## src/bsfr_pkg.sv

```systemverilog
`timescale 1ns / 1ps
// ----------------------------------------------------------------------------
// Byte-stuffed frame receiver package
// Shared types, codes and the byte-wide CRC-16/X.25 update.
// ----------------------------------------------------------------------------
package bsfr_pkg;

  localparam logic [7:0]  FlagReset   = 8'h7E;
  localparam logic [7:0]  EscapeReset = 8'h7D;
  localparam logic [7:0]  StuffMask   = 8'h20;
  localparam logic [15:0] CrcInit     = 16'hFFFF;
  localparam logic [15:0] CrcPoly     = 16'h8408;
  localparam logic [15:0] CrcGood     = 16'hF0B8;

  localparam int unsigned AddrWidth = 3;
  localparam int unsigned DataWidth = 32;

  // Register indexes, taken from byte address bit 2.
  localparam logic RegFlag   = 1'b0;
  localparam logic RegEscape = 1'b1;

  typedef enum logic [1:0] {
    ModeIdle   = 2'd0,
    ModeStart  = 2'd1,
    ModeData   = 2'd2,
    ModeEscape = 2'd3
  } mode_e;

  typedef enum logic [1:0] {
    TimerNone  = 2'd0,
    TimerStart = 2'd1,
    TimerStop  = 2'd2
  } timer_e;

  typedef struct packed {
    logic [7:0] rx_byte;
    logic       timeout_seen;
  } rx_item_t;

  typedef struct packed {
    logic       data_valid;
    logic [7:0] data_byte;
    logic       frame_end;
    logic       frame_good;
    logic       frame_abort;
    logic [1:0] timer_control;
  } rx_result_t;

  // One byte through the reflected CRC-16/X.25, least significant bit first.
  function automatic logic [15:0] crc_feed(logic [15:0] crc, logic [7:0] data);
    logic [15:0] c;
    c = crc ^ {8'h00, data};
    for (int i = 0; i < 8; i++) begin
      c = c[0] ? ((c >> 1) ^ CrcPoly) : (c >> 1);
    end
    return c;
  endfunction

endpackage

```

## src/byte_stuffed_frame_receiver.sv

```systemverilog
`timescale 1ns / 1ps
// ----------------------------------------------------------------------------
// Byte-stuffed frame receiver
// Removes byte stuffing from a received serial stream, checks the CRC-16/X.25
// of each frame and reports frame end, abort and timer requests.
//
// Input channel: one request carries a received byte and a timeout flag; it is
// taken when in_valid_i is high and in_stall_o is low. Output channel: every
// input request gives exactly one result request, taken when out_valid_o is
// high and out_stall_i is low. The flag and escape bytes are set through the
// APB-style port (flag at byte address 0, escape at 4) only while the block
// idles, a rule for the user that the block itself does not enforce. Results
// are registered. Throughput is one byte per cycle while in_stall_o is low,
// set by the single mode and CRC register update that each byte needs.
// Reset empties the output stages, returns the receiver to idle, presets the
// CRC to 0xFFFF and the flag and escape bytes to 0x7E and 0x7D.
// When the receiver stalls, the held result stays on the outputs and one more
// result goes into a skid stage; in_stall_o rises only while that is full.
// ----------------------------------------------------------------------------
module byte_stuffed_frame_receiver (
  input  logic                                clk_i,
  input  logic                                rst_ni,
  // Input channel
  input  logic                                in_valid_i,
  output logic                                in_stall_o,
  input  bsfr_pkg::rx_item_t                  in_data_i,
  // Output channel
  output logic                                out_valid_o,
  input  logic                                out_stall_i,
  output bsfr_pkg::rx_result_t                out_data_o,
  // Configuration port
  input  logic                                psel,
  input  logic                                penable,
  input  logic                                pwrite,
  input  logic [bsfr_pkg::AddrWidth-1:0]      paddr,
  input  logic [bsfr_pkg::DataWidth-1:0]      pwdata,
  output logic [bsfr_pkg::DataWidth-1:0]      prdata,
  output logic                                pready
);
  import bsfr_pkg::*;

  // Configuration registers.
  logic [7:0] flag_q;
  logic [7:0] escape_q;
  logic       cfg_write;

  // Receiver state.
  mode_e       mode_q, mode_d;
  logic [15:0] crc_q, crc_d;

  // Output register and skid stage.
  logic       out_valid_q;
  logic       skid_valid_q;
  rx_result_t out_q;
  rx_result_t skid_q;
  rx_result_t result;

  logic in_acc;
  logic out_free;
  logic is_flag;
  logic is_escape;

  // ---------------------------------------------------------------------------
  // Configuration port. pready is always high, so each write completes in its
  // access cycle. Only bit 2 of the address selects a register.
  // ---------------------------------------------------------------------------
  assign pready    = 1'b1;
  assign cfg_write = psel && penable && pwrite && pready;

  always_ff @(posedge clk_i or negedge rst_ni) begin
    if (!rst_ni) begin
      flag_q   <= FlagReset;
      escape_q <= EscapeReset;
    end else if (cfg_write) begin
      case (paddr[2])
        RegFlag:   flag_q   <= pwdata[7:0];
        RegEscape: escape_q <= pwdata[7:0];
        default:   ;
      endcase
    end
  end

  always_comb begin
    case (paddr[2])
      RegFlag:   prdata = {{(DataWidth-8){1'b0}}, flag_q};
      RegEscape: prdata = {{(DataWidth-8){1'b0}}, escape_q};
      default:   prdata = '0;
    endcase
  end

  // ---------------------------------------------------------------------------
  // Handshake. The skid stage takes a result when the output register is held,
  // so a new byte is refused only while the skid stage is occupied.
  // ---------------------------------------------------------------------------
  assign in_stall_o = skid_valid_q;
  assign in_acc     = in_valid_i && !in_stall_o;
  assign out_free   = !out_valid_q || !out_stall_i;

  // ---------------------------------------------------------------------------
  // Receive mode and result for the byte on the input. The escape byte is
  // tested before the flag in data mode, and the flag before the timeout in
  // start mode; this order also settles a flag byte equal to the escape byte.
  // ---------------------------------------------------------------------------
  assign is_flag   = (in_data_i.rx_byte == flag_q);
  assign is_escape = (in_data_i.rx_byte == escape_q);

  always_comb begin
    mode_d = mode_q;
    crc_d  = crc_q;
    result = '0;
    result.timer_control = TimerNone;
    case (mode_q)
      ModeIdle: begin
        if (is_flag) begin
          result.timer_control = TimerStart;
          crc_d  = CrcInit;
          mode_d = ModeStart;
        end else begin
          result.timer_control = TimerStop;
        end
      end
      ModeStart: begin
        if (is_flag) begin
          mode_d = ModeStart;
        end else if (in_data_i.timeout_seen) begin
          result.timer_control = TimerStop;
          result.frame_abort   = 1'b1;
          mode_d = ModeIdle;
        end else if (is_escape) begin
          mode_d = ModeEscape;
        end else begin
          result.data_valid = 1'b1;
          result.data_byte  = in_data_i.rx_byte;
          crc_d  = crc_feed(crc_q, in_data_i.rx_byte);
          mode_d = ModeData;
        end
      end
      ModeData: begin
        if (is_escape) begin
          mode_d = ModeEscape;
        end else if (is_flag) begin
          result.timer_control = TimerStop;
          result.frame_end     = 1'b1;
          result.frame_good    = (crc_q == CrcGood);
          mode_d = ModeIdle;
        end else if (in_data_i.timeout_seen) begin
          result.timer_control = TimerStop;
          result.frame_abort   = 1'b1;
          mode_d = ModeIdle;
        end else begin
          result.data_valid = 1'b1;
          result.data_byte  = in_data_i.rx_byte;
          crc_d = crc_feed(crc_q, in_data_i.rx_byte);
        end
      end
      ModeEscape: begin
        if (in_data_i.timeout_seen || is_escape || is_flag) begin
          result.timer_control = TimerStop;
          result.frame_abort   = 1'b1;
          mode_d = ModeIdle;
        end else begin
          result.data_valid = 1'b1;
          result.data_byte  = in_data_i.rx_byte ^ StuffMask;
          crc_d  = crc_feed(crc_q, in_data_i.rx_byte ^ StuffMask);
          mode_d = ModeData;
        end
      end
      default: begin
        mode_d = ModeIdle;
      end
    endcase
  end

  always_ff @(posedge clk_i or negedge rst_ni) begin
    if (!rst_ni) begin
      mode_q <= ModeIdle;
      crc_q  <= CrcInit;
    end else if (in_acc) begin
      mode_q <= mode_d;
      crc_q  <= crc_d;
    end
  end

  // ---------------------------------------------------------------------------
  // Output register with a one-entry skid stage behind it. Results leave in
  // the order their bytes arrived: the skid entry always drains first.
  // ---------------------------------------------------------------------------
  always_ff @(posedge clk_i or negedge rst_ni) begin
    if (!rst_ni) begin
      out_valid_q  <= 1'b0;
      skid_valid_q <= 1'b0;
    end else if (out_free) begin
      if (skid_valid_q) begin
        out_valid_q  <= 1'b1;
        skid_valid_q <= 1'b0;
      end else begin
        out_valid_q <= in_acc;
      end
    end else if (in_acc) begin
      skid_valid_q <= 1'b1;
    end
  end

  always_ff @(posedge clk_i) begin
    if (out_free) begin
      if (skid_valid_q) begin
        out_q <= skid_q;
      end else if (in_acc) begin
        out_q <= result;
      end
    end else if (in_acc) begin
      skid_q <= result;
    end
  end

  assign out_valid_o = out_valid_q;
  assign out_data_o  = out_q;

`ifndef SYNTHESIS
  // The skid stage only fills behind a held output register.
  assert property (@(posedge clk_i) disable iff (!rst_ni)
    skid_valid_q |-> out_valid_q)
    else $error("skid stage occupied while output register is empty");

  // A result never carries a data byte together with a frame event.
  assert property (@(posedge clk_i) disable iff (!rst_ni)
    out_valid_q |-> !(out_q.data_valid && (out_q.frame_end || out_q.frame_abort)))
    else $error("data byte reported together with frame end or abort");

  // A good frame is only reported on a frame end.
  assert property (@(posedge clk_i) disable iff (!rst_ni)
    (out_valid_q && out_q.frame_good) |-> out_q.frame_end)
    else $error("frame good without frame end");

  // An opening flag presets the CRC.
  assert property (@(posedge clk_i) disable iff (!rst_ni)
    (in_acc && mode_q == ModeIdle && is_flag) |=> (crc_q == CrcInit && mode_q == ModeStart))
    else $error("opening flag did not preset the CRC");

  // Any other byte in idle keeps the receiver idle.
  assert property (@(posedge clk_i) disable iff (!rst_ni)
    (in_acc && mode_q == ModeIdle && !is_flag) |=> (mode_q == ModeIdle))
    else $error("receiver left idle without a flag");
`endif

endmodule
```

## config.mk

```make
export PLATFORM = sky130hd
export DESIGN_NAME = byte_stuffed_frame_receiver
export DESIGN_NICKNAME = d
export VERILOG_FILES = /design/src/bsfr_pkg.sv /design/src/byte_stuffed_frame_receiver.sv
export SDC_FILE = /design/constraint.sdc
export NUM_CORES = 1
export LEC_CHECK = 0
export ABC_AREA = 1
export BUFFER_PORTS_ARGS = -buffer_cell sky130_fd_sc_hd__buf_4
export CORE_MARGIN = 3
export CORE_UTILIZATION = 31
export CTS_BUF_LIST = sky130_fd_sc_hd__clkbuf_2 sky130_fd_sc_hd__clkbuf_4 sky130_fd_sc_hd__clkbuf_8
export CTS_CLUSTER_DIAMETER = 200
export DETAILED_ROUTE_END_ITERATION = 7
export REMOVE_ABC_BUFFERS = 1
export SLEW_MARGIN = 5
export SYNTH_ARGS = -nofsm -noshare
export SYNTH_HDL_FRONTEND = slang
export SYNTH_SLANG_ARGS = --single-unit
```

## constraint.sdc

```tcl
create_clock -name clk_i -period 3.35 [get_ports clk_i]
set_input_delay 0.8375 -clock clk_i [delete_from_list [all_inputs] [get_ports clk_i]]
set_output_delay 0.8375 -clock clk_i [all_outputs]
set_load 0.02 [all_outputs]
```

# Word level (Yosys, flattened, before mapping)
# Cells that the tools add are included.
word_totals:
  register_bits: 64
  input_bits: 51
  output_inout_bits: 49
  word_cells: 130
classes:
  n_eq_ne: 15
  n_mux: 58
  bitwise: 21
  reduce_logical: 18
op_table:
  columns: ["operator", "n"]
  rows:
  - ["$mux W16", 24]
  - ["$pmux W16 S4", 1]
  - ["$pmux W32 S2", 1]
  - ["$mux W9", 6]
  - ["$not A2 Y3", 16]
  - ["$mux W14", 3]
  - ["$xor A16 B8 Y16", 2]
  - ["$pmux W9 S3", 1]
  - ["$mux W2", 11]
  - ["$eq A16 B16 Y1 const B", 1]
  - ["$eq A8 B8 Y1", 2]
  - ["$ne A2 B2 Y1 const B", 8]
  - ["$pmux W2 S4", 2]
  - ["$mux W3", 3]
  - ["$reduce_and A9 Y1", 1]
  - ["$reduce_and A2 Y1", 4]
  - ["$mux W1", 5]
  - ["$eq A2 B2 Y1 const B", 2]
  - ["$ne A4 B4 Y1 const B", 1]
  - ["$reduce_bool A2 Y1", 2]
  - ["$logic_and A1 B1 Y1", 3]
  - ["$logic_not A1 Y1", 3]
  - ["$logic_or A1 B1 Y1", 3]
  - ["$not A1 Y1", 3]
  - ["4 further kinds", 4]

# Logic depth before layout (Yosys ltp)
logic_depth:
  word_depth: 21
  ltp_mapped: 15
  ltp_nobuf: 13

# Worst setup path after synthesis
# No wires, ideal clock.
synth_timing:
  kind: "input -> output"
  from: "in paddr[2] in the netlist's numbering"
  to: "out prdata[1] in the netlist's numbering"
  arrival_ns: 1.515
  required_time_ns: 2.513
  path_slack_ns: 0.997
  path_stages: 2
  path_buffers: 1
  path_cell_list: "clkbuf_1 o21ai_0"
synth_via:
  elab_chain_len: 2
synth_lines:
  columns: ["element", "line_no", "rtl"]
  rows:
  - ["start: declaration", "byte_stuffed_frame_receiver.sv:35", "input logic [bsfr_pkg::AddrWidth-1:0] paddr,"]
  - ["$not A1 Y1 (no line)", null, null]
  - ["$pmux W32 S2 (*)", "byte_stuffed_frame_receiver.sv:84", "case (paddr[2])"]
  - ["end: declaration", "byte_stuffed_frame_receiver.sv:37", "output logic [bsfr_pkg::DataWidth-1:0] prdata,"]
# Every way passes the cells marked *; elsewhere a longest branch is shown, timed or not. The select of a mux whose other input is x is not followed.

# Worst setup path after layout
layout_timing:
  from: "in paddr[2] in the netlist's numbering"
  to: "out prdata[4] in the netlist's numbering"
# Same word-level chain as after synthesis.

==> impl_results.md <==
- Pwr/cell area: 724 mW/mm^2
- Commonest non-fill, non-tap cells in the layout: nand2_1 (193), inv_1 (55), buf_4 (52)
- Rel. slew slack: 56.1%
- CP endpoint kind: output port
- Yosys warnings: 0
- PostCTS Resize Cnt: 0
- Vias per cell: 4.50
- GRT busiest layer: met2
- Final min period: between 2 and 2.5 ns
- CTS Buf Count: 9
- Setup TNS: 0 ns
- Fmax: roughly 430 MHz
- Met3 usage: 2.90%
- CTS Hold Bufs: 0
- Fin. Hold Viols: 0
- Final worst-path cycle share: a little under 70%
- Endpoints failing setup: 0
- # IOs: 100
- Data arrival time of the critical path: roughly 1.5 ns
- WL final: a little over 9000 um
- Setup CP Type: in2out
- Clk_skew: 0.0148 ns
- Proportion of layout cells with a drive suffix above 1: just under 20%
- Initial DRC Count: between 300 and 400
- Die Y: roughly 120 um
- Fillers: 1295
- Gpl congestion: 0.883
- Switching share of power: 41.2%
- Number of H-tree levels: 3
- Final net count: 631
- Fin. max-slew vios: 0
- Post-synthesis cell area: around 0.0040 mm^2
- Full die area: 0.0142 mm^2
- Post-Syn Instances: approximately 530
- Vias: 3363
- Setup crit start: paddr[2]
- Clk pwr share: between 15 and 20%
- P_leak: around 2.3 nW
- Syn_area_per_cell: around 7.5 um^2
- Antenna Nets Post-Route: 0
- Detailed placement HPWL: 6910 um
- Initial core utilization: between 30% and 40%
- Combinational group share of total power: 41.8%
- Die Wd: about 120 um
- Status: finished, final reports clean
- Clock root cell: clkbuf_8
- Max clock buf depth: 2
- Total gr overflow: 0
- P_int: 1.95 mW
- Worst vdd ir: 0.221 mV
- Netlist cell types: 33
- Worst setup SP type: input pin
- Synth Register Bits: 64
- Met1 Use GR: 16.9%
- CP required: between 2 and 3 ns
- CTS clock-pin slew for the worst setup and hold paths: about 0.070 ns
- Met2 usage: between 20 and 25%
- First-pass GRT wire length: about 16000 um
- Min-delay worst type: in2async
- DR pass1 iterations: 5
- Net Sw Power: ~1.4 mW
- Core Area: ~0.012 mm^2
- Clock Sinks: 64
- Total of max-cap violations: 0
- Postcts setup bufs: 0
- Vias in the first global route: 3280
- Clk_lat worst skew: roughly 0.35 ns
- Sequential cell fraction of total power: roughly two fifths
- Antenna violations before repair: 0
- Residual DRC: 0
- Rows: 40
- Commonest non-fill, non-tap cell in the layout: nand2_1
- RSZ-0062 raised after global routing: no
- Port bufs: 48
- Ant diodes: 0
- DR WL/cell: around 12 um
- Worst Tran Pin Value: between 0.6 and 0.7 ns
- Total power: between 3 and 4 mW
- TritonCTS clock tree: built
- Reg2reg start: escape_q[2]
- Largest net degree at the start of global routing: 37
- Area Overhead vs Synth: 15.0%
- Seq/Total Area, Yosys: 44.6%
- GRT Resource Usage Total: 13.4%
- Crit Path Max Fanout: 14
layer usage:
layer	routed length [um]	vias up
li1	-	1692
met1	4200	1571
met2	4340	89
met3	629	11
met4	145	0
met5	0	-
flip-flops by register name (all words and copies together) (netlist names):
| name | flops |
|---|---|
| out_data_o | 14 |
| flag_q | 8 |
| escape_q | 8 |
| skid_q | 14 |
| crc_q | 16 |
| out_valid_o | 1 |
| in_stall_o | 1 |
| mode_q | 2 |
critical path, cell delays in order:
cell     delay (ns)
buf_4          0.16
inv_1          0.10
o21ai_0        0.20
buf_4          0.18
path summary, 6_finish.rpt:
kind                          endpoint  slack (ns)  cells past startpoint
setup / recovery             prdata[4]        1.03                      4
hold / removal             out_valid_o        0.44                      1
setup reg to reg              crc_q[3]        1.24                     11
hold reg to reg               crc_q[0]        0.47                      2
max in group asynchronous  escape_q[0]        2.52                      1
min in group clk_i            crc_q[0]        0.47                      2
Yosys cell counts:
cell type  number  area [um^2]
a21oi_4         1         16.3
nand3_1        44          220
nand2_4         2         22.5
and2_1          1         6.26
nor2_1         36          135
a21oi_1         2         10.0
nand2_1       193          724
buf_1           1         3.75
and3_1          1         6.26
nand3_2         1         10.0
dfrtp_1         8          200
nand3b_1        1         7.51
nor2_2          2         12.5
dfstp_2        28          736
nor3_1          1         5.00
ha_1            5         62.6
xor2_1          8         70.1
nor4_1          1         6.26
a31oi_1         1         6.26
buf_4          30          225
nand2_2         3         18.8
xnor2_1        12          105
nand4_1         4         25.0
o21ai_1         1         5.00
buf_6           2         22.5
inv_2           6         22.5
o21ai_0        40          200
clkbuf_1        7         26.3
conb_1          2         7.51
or2_2           1         6.26
nor3_2          1         10.0
edfxtp_1       28          841
inv_1          55          206
per-stage QoR:
step | util (%) | setup slack [ns] | std cells | hold WS, ns | instance area, um^2
detailed placement | 35.8 | 0.696 | 732 | 0.462 | 4390
CTS | 37.4 | 1.01 | 748 | 0.455 | 4580
floorplan | - | 1.14 | 512 | 0.451 | 3790
finish | 37.4 | 1.03 | 748 | 0.443 | 4580
global route | 37.4 | 0.837 | 748 | 0.476 | 4580
global placement | 35.8 | 0.710 | 732 | 0.459 | 4390
power groups by stage:
stage	clock network [mW]	registers, mW	logic (mW)
floorplan	0	1.27	0.988
global placement	0	1.28	1.34
detailed placement	0	1.28	1.37
CTS	0.671	1.27	1.38
global route	0.710	1.30	1.58
finish	0.658	1.27	1.39
cell type report:
cell class                 instances  area, um^2  area share [%]
clock inverter                     5        50.0            1.09
timing repair buffer              52         390            8.52
tap                              168         210            4.59
multi-input combinational        387        1790            39.0
sequential                        64        1780            38.8
clock buffer                      11         139            3.03
inverter                          61         229            5.00
cells by family (layout without fill, tap and decap cells):
kind of cell,count (synthesis),after routing,synth area share [%]
flops,64,64,44.6
other cells,2,25,0.189
compound gates,45,45,5.97
simple gates,292,292,30.5
xor+xnor,20,20,4.40
fa+ha+maj,5,5,1.57
buf+inv,101,129,12.7
(Power assumes the default switching activity.)
